### src/rtl/bfsm_ram.sv
// ----------------------------------------------------------------------------
// bfsm_ram: generic simple dual-port RAM
// One write port and one read port with registered read data.
// ----------------------------------------------------------------------------
module bfsm_ram #(
  parameter int WIDTH = 8,
  parameter int DEPTH = 16
) (
  input  logic                     clk,
  input  logic                     we,
  input  logic [$clog2(DEPTH)-1:0] waddr,
  input  logic [WIDTH-1:0]         wdata,
  input  logic [$clog2(DEPTH)-1:0] raddr,
  output logic [WIDTH-1:0]         rdata
);

  logic [WIDTH-1:0] mem [DEPTH];

  always_ff @(posedge clk) begin
    if (we) begin
      mem[waddr] <= wdata;
    end
    rdata <= mem[raddr];
  end

endmodule

### config.mk
export PLATFORM = sky130hd
export DESIGN_NAME = bfsm_ram
export DESIGN_NICKNAME = d
export VERILOG_FILES = /design/src/rtl/bfsm_ram.sv
export SDC_FILE = /design/constraint.sdc
export NUM_CORES = 1
export LEC_CHECK = 0
export BUFFER_PORTS_ARGS = -buffer_cell sky130_fd_sc_hd__buf_2
export CAP_MARGIN = 20
export CORE_ASPECT_RATIO = 1.4
export CORE_MARGIN = 1
export CORE_UTILIZATION = 60
export DETAILED_ROUTE_END_ITERATION = 8
export PLACE_DENSITY_LB_ADDON = 0.15
export SLEW_MARGIN = 10
export SYNTH_ARGS = -nofsm -noshare
export SYNTH_HDL_FRONTEND = slang
export SYNTH_SLANG_ARGS = --single-unit
### constraint.sdc
create_clock -name clk -period 2.7 [get_ports clk]
set_input_delay 0.54 -clock clk [delete_from_list [all_inputs] [get_ports clk]]
set_output_delay 0.54 -clock clk [all_outputs]
set_load 0.005 [all_outputs]
==> metrics.txt, run 1 <==
vias in the first global route approximately 2700; Synth top cells by count edfxtp_1 (128), mux4_2 (18), a22oi_1 (16), mux4_1 (14), nor2_1 (13); clk_skew 12.7 ps; Crit. End Element register; clk slew on worst S/H paths 50 ps; pwr/cell area 786 mW/mm^2; Post-DP HPWL around 6100 um; clock share of power 45.8%; final setup vio count 0; Mapped Avg Cell Area 22.5 um^2; final setup TNS 0 ps; dominant cells by area after synthesis edfxtp_1 (75%), mux4_2 (7.9%), mux4_1 (7.1%), dfxtp_1 (3.1%), a22oi_1 (2.3%); DRT iter0 DRCs 215; most common cell in the synthesized netlist edfxtp_1; cts bufs inserted 17; antenna-violating nets left 0; Worst setup SP type input port; first-pass GRT wire length 14800 um; DRT Pass-1 Iters 4; clock sinks 136; Yosys warnings 0; GRT overflow 0; Remaining DRCs 0; Async SR Flop Fraction 0%; maxcap violations 0; VDD IR max 604 uV; min Tclk post-route 1760 ps; unrepaired setup endpoints after global routing false; largest net degree at the start of global routing 20; cells after synthesis 229; period utilisation layout 65.2%; Leak Pwr 2.11 nW; slew at the pin with the worst max-slew slack 694 ps; Logic pwr share 4.6%; # port buffers 25; Flop pwr share 49.6%; outcome finished clean; CTS max path bufs 2; core area 0.00825 mm^2; Final Slew Violations 0; Seq/Total Area, Yosys 77.8%; All-Layer GR Usage 24.8%; Internal Power ~3.9 mW; final cell count without fillers 403; Yosys top cell by area edfxtp_1; Post-CTS Hold Fix Bufs 0; EDFF count, synth 128; initial antenna violation count 0; Synth-to-Final Area Change 18.4%; Setup WS pre-CTS 538 ps; Critical Path AT a little over 2000 ps; root buf cell clkbuf_16; max frequency 568 MHz; I/O Pins 26; Final Hold Vio Count 0; placer congestion estimate 0.783; cts repair resizes 0; Routed WL 9650 um; Worst EP required between 2000 and 3000 ps; switching pwr 903 uW; total number of vias 2520; FP Rows 39; Final Total Pwr 4.79 mW; die height between 100 and 150 um; drt via density 6.25; critical path peak fanout 19; # Post-CTS Setup Buffers 0; routed wire length per instance approximately 24 um; layout cells sized above 1 31.2%; depth of the CTS H-tree 4; Post-synth top flop edfxtp_1; Worst-Skew Late Latency 410 ps; Synthesized Nets between 200 and 250; slew margin rel. 53.6%; Post-Syn Area 0.00515 mm^2; Final Net Count between 300 and 400; dpl cells 371; CTS tree built; Sw Ratio 18.8%; Die X roughly 80 um; Initial Utilization 62.4%; fin worst setup slack 939 ps; Die Footprint 0.00896 mm^2; Synth top area share roughly three quarters; Filler cells 494; Crit Path Category in2reg; # diodes 0; min-delay worst type in2reg; unique cell type count in the Yosys netlist 19; Yosys reg bits 136
-- flip-flops by register name, summed over array words and instances (netlist names) --
signal  flops
rdata       8
mem       128
-- routing by layer --
metal | global-route usage, % | routed length (um) | vias to the layer above
li1 | - | - | 1089
met1 | 32.2 | 3930 | 1323
met2 | 39.6 | 5020 | 92
met3 | 6.80 | 491 | 16
met4 | 11.0 | 206 | 0
met5 | 0 | 0 | -
-- through the flow --
stage	instance area [um^2]	util, %	hold slack, ps
2_1_floorplan	5150	-	629
3_3_place_gp	5530	67.0	659
3_5_place_dp	5530	67.0	677
4_1_cts	6100	73.9	498
5_1_grt	6100	73.9	527
6_report	6100	73.9	514
-- final cells by class --
class                      instances  area [um^2]  area share (%)
clock inverter                    12          133            2.18
clock buffer                      20          437            7.16
multi-input combinational         83         1060            17.3
tap                              102          128            2.09
sequential                       136         4000            65.7
timing repair buffer              50          338            5.54
-- worst max-delay path, stage by stage --
cell and delay, ps:
buf_2 260, buf_12 240, mux4_1 590, a22oi_1 310, nand2_1 90
-- placed cells by master, fill, tap and decap left out, drive strengths merged --
cell type / Yosys / layout
nand3b: 2 / 2
nand2b: 2 / 2
nor2: 13 / 13
a22oi: 16 / 16
and2b: 1 / 1
nor3: 4 / 4
buf: 7 / 50
clkinvlp: 0 / 1
and2: 1 / 1
nor2b: 1 / 1
nand2: 9 / 9
clkinv: 0 / 8
mux4: 32 / 32
nand3: 1 / 1
clkbuf: 0 / 20
or3b: 1 / 1
dfxtp: 8 / 8
edfxtp: 128 / 128
bufinv: 0 / 3
-- power groups by stage --
stage	Combinational (mW)	Sequential, mW	Clock (mW)
floorplan	0.120	2.42	0
global placement	0.215	2.41	0
detailed placement	0.221	2.42	0
CTS	0.223	2.38	2.22
global route	0.239	2.38	2.29
finish	0.220	2.38	2.19
-- logic make-up after synthesis --
group | after synthesis | share of synthesized area, %
AOI/OAI and AO/OA | 16 | 2.33
buffers and inverters | 10 | 1.68
DFF | 136 | 77.8
muxes | 32 | 15.0
and+or+nand+nor | 35 | 3.18
-- final timing paths --
kind / start / endpoint / slack (ps) / cells past startpoint
max: raddr[0] / rdata[2] / 940 / 5
min: wdata[5] / mem[4][5] / 510 / 1
max reg2reg: mem[1][2] / rdata[2] / 1250 / 3
min reg2reg: mem[11][2] / rdata[2] / 700 / 3
(Power assumes the default switching activity.)
==> run 2, diff against run 1 <==
Settings changed: ABC_AREA from default to 1, CORE_UTILIZATION 60 to 55.
Clock period 2.7 ns to 1.54 ns, I/O delays scaled along.
==> run 2 against run 1 <==
Synthesized area is 12% higher. Routed wire length is 32% higher. Critical path depth is 4 lower. Synthesized cell count is 140% higher. Total power is 84% higher. Clock power is 90% higher. First-iteration DRC count is 37% higher. Count of clock-buffer cells in the layout is 3 lower. Sequential cell count stayed put. Critical path type is now reg2out. Critical endpoint is now rdata[1]. Largest power group unchanged. Highest routed layer unchanged.
==> metrics.txt, run 2 <==
All-Layer GR Usage 26.3% (was 24.8%); I/O Pins 26 (unchanged); dominant cells by area after synthesis edfxtp_1 (67%), nand2_1 (11%), nand3_1 (8.4%), inv_1 (6.5%), dfxtp_1 (2.8%) (was edfxtp_1 (75%), mux4_2 (7.9%), mux4_1 (7.1%), dfxtp_1 (3.1%), a22oi_1 (2.3%)); period utilisation layout between 70% and 80%; slew margin rel. 77.4% (was 53.6%); pwr/cell area 1310 mW/mm^2 (was 786 mW/mm^2); # Post-CTS Setup Buffers 0 (unchanged); cts repair resizes 0 (unchanged); Routed WL 12700 um (was 9650 um); Worst setup SP type register (was input port); capturing point of the worst reg2reg path rdata[4] (was rdata[2]); die height 123 um (was 112 um); Die Footprint 0.0109 mm^2 (was 0.00896 mm^2); antenna-violating nets left 0 (unchanged); Regs by FF count mem x128, rdata x8 (unchanged); Crit Path Category reg2out (was in2reg); Yosys reg bits 136 (unchanged); CP Buf/Inv Count 1 (was 2); FP Rows 43 (was 39); R2R depth 6 (was 3); Final Hold Vio Count 0 (unchanged); min Tclk post-route between 1000 and 1500 ps; most common cell in the synthesized netlist nand2_1 (was edfxtp_1); unique cell type count in the Yosys netlist 12 (was 19); CTS max path bufs 2 (unchanged); final setup vio count 0 (unchanged); # diodes 0 (unchanged); maxcap violations 0 (unchanged); critical path peak fanout 1 (was 19); Synth top area share 66.7% (was 74.7%); unrepaired setup endpoints after global routing false (unchanged); outcome finished clean (unchanged); Remaining DRCs 0 (unchanged); cells after synthesis 551 (was 229); most common cell after layout, fill and taps aside nand2_1 (was edfxtp_1); slew at the pin with the worst max-slew slack 339 ps (was 694 ps); clk_skew 5.92 ps (was 12.7 ps); Util after Layout 67.2% (was 73.9%); Worst-Skew Late Latency 420 ps (was 410 ps); Async SR Flop Fraction 0% (unchanged); CP startpoint rdata[1] (was raddr[0]); CP endpoint rdata[1] (was rdata[2]); Die X 88.5 um (was 80.3 um); Seq/Total Area, Yosys 69.4% (was 77.8%); total number of vias 3914 (was 2520); Synthesized Nets 569 (was 247); Final Net Count 618 (was 306); max reg flops 128 (unchanged); clk slew on worst S/H paths 60 ps (was 50 ps); Worst EP required 1230 ps (was 2990 ps); Mapped Avg Cell Area 10.5 um^2 (was 22.5 um^2); CTS tree built (unchanged); GRT overflow 0 (unchanged); Critical Path AT 900 ps (was 2050 ps); reg-to-reg slack, setup 510 ps (was 1250 ps); cts bufs inserted 17 (unchanged); Worst path max stage delay 340 ps (was 590 ps); initial antenna violation count 0 (unchanged); Synth top cells by count nand2_1 (173), edfxtp_1 (128), inv_1 (100), nand3_1 (97), nor2_1 (17) (was edfxtp_1 (128), mux4_2 (18), a22oi_1 (16), mux4_1 (14), nor2_1 (13)); first-pass GRT wire length 20100 um (was 14800 um); Final Slew Violations 0 (unchanged); EDFF count, synth 128 (unchanged); WP depth 1 (was 5); depth of the CTS H-tree 4 (unchanged); min-delay worst type in2reg (unchanged); clock sinks 136 (unchanged); drt via density 5.23 (was 6.25); commonest cells after routing, fill and taps aside nand2_1 (173), edfxtp_1 (128), inv_1 (100) (was edfxtp_1 (128), buf_2 (25), buf_4 (23)); DRT iter0 DRCs 294 (was 215); Largest Register mem (unchanged); DRT Pass-1 Iters 5 (was 4); Leak Pwr 2.97 nW (was 2.11 nW); Yosys warnings 0 (unchanged); Post-CTS Hold Fix Bufs 0 (unchanged); # port buffers 25 (unchanged); Post-DP HPWL 8100 um (was 6110 um); max frequency 831 MHz; final setup TNS 0 ps (unchanged); VDD IR max 1110 uV (was 604 uV); Synth-to-Final Area Change 17.2% (was 18.4%); Post-Syn Area 0.00577 mm^2 (was 0.00515 mm^2); Crit. End Element output port (was register); root buf cell clkbuf_16 (unchanged); R2R Path Start mem[4][4] (was mem[1][2]); largest net degree at the start of global routing 65 (was 20); routed wire length per instance 17.0 um (was 23.9 um); placer congestion estimate 0.842 (was 0.783); crit-path leading delay family flip-flops (was multiplexers); Yosys top cell by area edfxtp_1 (unchanged); core area 0.0101 mm^2 (was 0.00825 mm^2); Post-synth top flop edfxtp_1 (unchanged); Crit-path slowest cell dfxtp_1 (was mux4_1); Initial Utilization 57.3% (was 62.4%); vias in the first global route 3818 (was 2657); layout cells sized above 1 13.9% (was 31.2%); worst-path cell chain buf_2 (was buf_2 -> buf_12 -> mux4_1 -> a22oi_1 -> nand2_1)
[run 2: changes by cell type in the layout (fill, tap and decap cells not counted), moves of 3 or more]
cell      delta
mux4_1      -14
a22oi_1     -16
clkbuf_1     -3
inv_1      +100
nand3_1     +96
mux4_2      -18
buf_4        +3
nand2_1    +164
nor3_1       -4
nor2_1       +4
[run 2: metal layers]
metal	track usage, %	vias to the layer above	share of wire (%)
li1	-	1869	-
met1	32.9	1883	40
met2	44.6	142	53
met3	5.61	20	5.6
met4	10.4	0	1.7
met5	0	-	0
[run 2: final cells by class]
cell class              instances  area [um^2]
clock buffers                  17          425
clock inverters                15          183
well taps                     135          169
inverters                     102          383
flip-flops and latches        136         4000
multi-input cells             289         1210
fillers                       785         3300
repair buffers                 54          380
[run 2: where the power goes]
part	internal, mW	leakage, nW	total [mW]	switching (mW)
combinational	0.165	1.46	0.510	0.345
sequential	4.14	1.22	4.16	0.0261
clock	2.68	0.291	4.16	1.48
total	6.98	2.97	8.83	1.85
[run 2: kinds of logic after synthesis]
family,Yosys count,share of synthesized area (%)
flops,136,69.4
buf+inv,126,9.52
simple gates,289,21.0
[run 2: how the worst min path moves through the flow]
stage,start,end,slack [ps],cells after the start
after floorplan,wdata[0],mem[0][0],410,0
after detailed placement,mem[12][5],rdata[5],650,6
after CTS,wdata[5],mem[1][5],280,1
after global placement,mem[10][3],rdata[3],630,6
after global routing,wdata[5],mem[2][5],300,1
final,wdata[1],mem[4][1],290,1
[run 2: stage by stage]
stage	setup WS, ps	area (um^2)	hold slack (ps)	cells	power, mW
3_3_place_gp	169	6150	630	716	4.73
4_1_cts	309	6760	283	748	8.88
5_1_grt	288	6760	301	748	9.08
2_1_floorplan	281	5770	407	551	4.53
6_report	336	6760	287	748	8.83
3_5_place_dp	146	6150	655	716	4.75
==> run 3, diff against run 2 <==
Settings changed: CORE_UTILIZATION 55 to 60.
Clock period 1.54 ns to 1.15 ns, I/O delays scaled along.
==> run 3 against run 2 <==
The flow now finishes with violations (DRC). Critical path depth stayed put. Routed wire length fell by 7.3%. Worst hold slack worse by 100 ps. Core utilization grew 3.9 points. Sequential share of layout area is 0.64 points higher. Die area is 8.2% lower. Clock power grew 14%. Cell count shrank 3.2%. Via count is 1.1% lower. Sequential cell count unchanged. Clock skew about the same. Critical path type unchanged. Largest power group unchanged.
==> metrics.txt, run 3 (synthesis results as in run 2) <==
# port buffers 25 (unchanged); Initial Utilization 61.3% (was 57.3%); Largest Register mem (unchanged); drt via density 5.35 (was 5.23); clock sinks 136 (unchanged); sink of the worst hold path rdata[6] (was mem[4][1]); routed wire length per instance 16.3 um (was 17.0 um); outcome finished, violations left (was finished clean); slew at the pin with the worst max-slew slack 371 ps (was 339 ps); maxcap violations 0 (unchanged); cts bufs inserted 17 (unchanged); final setup vio count 0 (unchanged); GRT overflow 0 (unchanged); CTS max path bufs 2 (unchanged); Setup WS pre-CTS -129 ps (was 146 ps); slew margin rel. 75.3% (was 77.4%); Worst Min Path Start raddr[3] (was wdata[1]); vias in the first global route 3840 (was 3818); Worst path max stage delay 340 ps (about the same); R2R depth 6 (unchanged); Regs by FF count mem x128, rdata x8 (unchanged); Remaining DRCs 1 (was 0); Hold Worst Slack 183 ps (was 287 ps); I/O Pins 26 (unchanged); Crit. End Element output port (unchanged); Crit Path Category reg2out (unchanged); reg-to-reg slack, setup 180 ps (was 510 ps); Final Net Count 619 (was 618); unrepaired setup endpoints after global routing false (unchanged); VDD IR max 1840 uV (was 1110 uV); # Post-CTS Setup Buffers 0 (unchanged); Synth-to-Final Area Change 15.9% (was 17.2%); commonest cells after routing, fill and taps aside nand2_1 (173), edfxtp_1 (128), inv_1 (100) (unchanged); Final Hold Vio Count 0 (unchanged); Die X 84.9 um (was 88.5 um); period utilisation layout ~96%; fin worst setup slack 47.7 ps (was 336 ps); Crit-path slowest cell dfxtp_1 (unchanged); crit-path leading delay family flip-flops (unchanged); final setup TNS 0 ps (unchanged); CP Buf/Inv Count 1 (unchanged); DRT iter0 DRCs 350 (was 294); Post-DP HPWL 7610 um (was 8100 um); R2R Path Start mem[2][2] (was mem[4][4]); Final Slew Violations 0 (unchanged); capturing point of the worst reg2reg path rdata[2] (was rdata[4]); largest net degree at the start of global routing 65 (unchanged); Filler cells 661 (was 785); Die Footprint 0.0100 mm^2 (was 0.0109 mm^2); critical path peak fanout 1 (unchanged); Worst setup SP type register (unchanged); depth of the CTS H-tree 4 (unchanged); Critical Path AT 870 ps (was 900 ps); Worst-Skew Late Latency 410 ps (was 420 ps); layout cells sized above 1 13.7% (was 13.9%); first-pass GRT wire length 19100 um (was 20100 um); Routed WL 11800 um (was 12700 um); Post-CTS Hold Fix Bufs 0 (unchanged); pwr/cell area 1650 mW/mm^2 (was 1310 mW/mm^2); core area 0.00941 mm^2 (was 0.0101 mm^2); max reg flops 128 (unchanged); worst-path cell chain buf_2 (unchanged); max frequency 907 MHz; DRT Pass-1 Iters 7 (was 5); placer congestion estimate 0.802 (was 0.842); min-delay worst type in2reg (unchanged); total number of vias 3872 (was 3914); failing checks DRC; clk_skew 6.29 ps (was 5.92 ps); # diodes 0 (unchanged); most common cell after layout, fill and taps aside nand2_1 (unchanged); clk slew on worst S/H paths 60 ps (about the same); Worst EP required 920 ps (was 1230 ps); min Tclk post-route about 1100 ps; FP Rows 42 (was 43); All-Layer GR Usage 26.3% (about the same); Hold Path Depth 3 (was 1); Leak Pwr 2.96 nW (was 2.97 nW); Util after Layout 71.1% (was 67.2%); cts repair resizes 0 (unchanged); CTS tree built (unchanged); initial antenna violation count 0 (unchanged); antenna-violating nets left 0 (unchanged); die height 118 um (was 123 um); root buf cell clkbuf_16 (unchanged)
-- run 3: worst max-delay path by stage --
| stage | startpoint | to | cells after the start |
|---|---|---|---|
| after floorplan | waddr[3] | mem[4][0] | 2 |
| after global placement | waddr[2] | mem[8][6] | 4 |
| after detailed placement | waddr[2] | mem[9][6] | 4 |
| after CTS | rdata[2] | rdata[2] | 1 |
| after global routing | rdata[2] | rdata[2] | 1 |
| final | rdata[1] | rdata[1] | 1 |
-- run 3: final cells by class --
| class | instances | area, um^2 | share of cell area (%) |
|---|---|---|---|
| clock inverters | 12 | 85.1 | 1.27 |
| inverters | 102 | 383 | 5.73 |
| flip-flops and latches | 136 | 4000 | 59.9 |
| well taps | 110 | 138 | 2.06 |
| clock buffers | 20 | 437 | 6.53 |
| multi-input cells | 289 | 1210 | 18.2 |
| repair buffers | 55 | 425 | 6.36 |
-- run 3: metal layers --
| layer | GRT usage [%] | up-vias | part of all wire (%) |
|---|---|---|---|
| met5 | 0 | - | 0 |
| met4 | 8.26 | 0 | 1.5 |
| met3 | 7.71 | 18 | 5.7 |
| met2 | 46.3 | 135 | 53 |
| met1 | 30.7 | 1842 | 40 |
| li1 | - | 1877 | - |
-- run 3: worst min-delay path, stage by stage --
cell	delay [ps]
buf_2	170
nand3_1	100
nand2_1	40
-- run 3: through the flow --
stage / instances / power (mW) / instance area [um^2]
2_1_floorplan: 551 / 6.07 / 5770
3_3_place_gp: 692 / 6.34 / 6160
3_5_place_dp: 692 / 6.36 / 6160
4_1_cts: 724 / 11.1 / 6690
5_1_grt: 724 / 11.4 / 6690
6_report: 724 / 11.0 / 6690
-- run 3: power breakdown --
part	leakage, nW	switching [mW]	internal (mW)	total (mW)
clock	0.262	1.84	2.91	4.75
combinational	1.48	0.452	0.233	0.685
sequential	1.22	0.0326	5.55	5.58
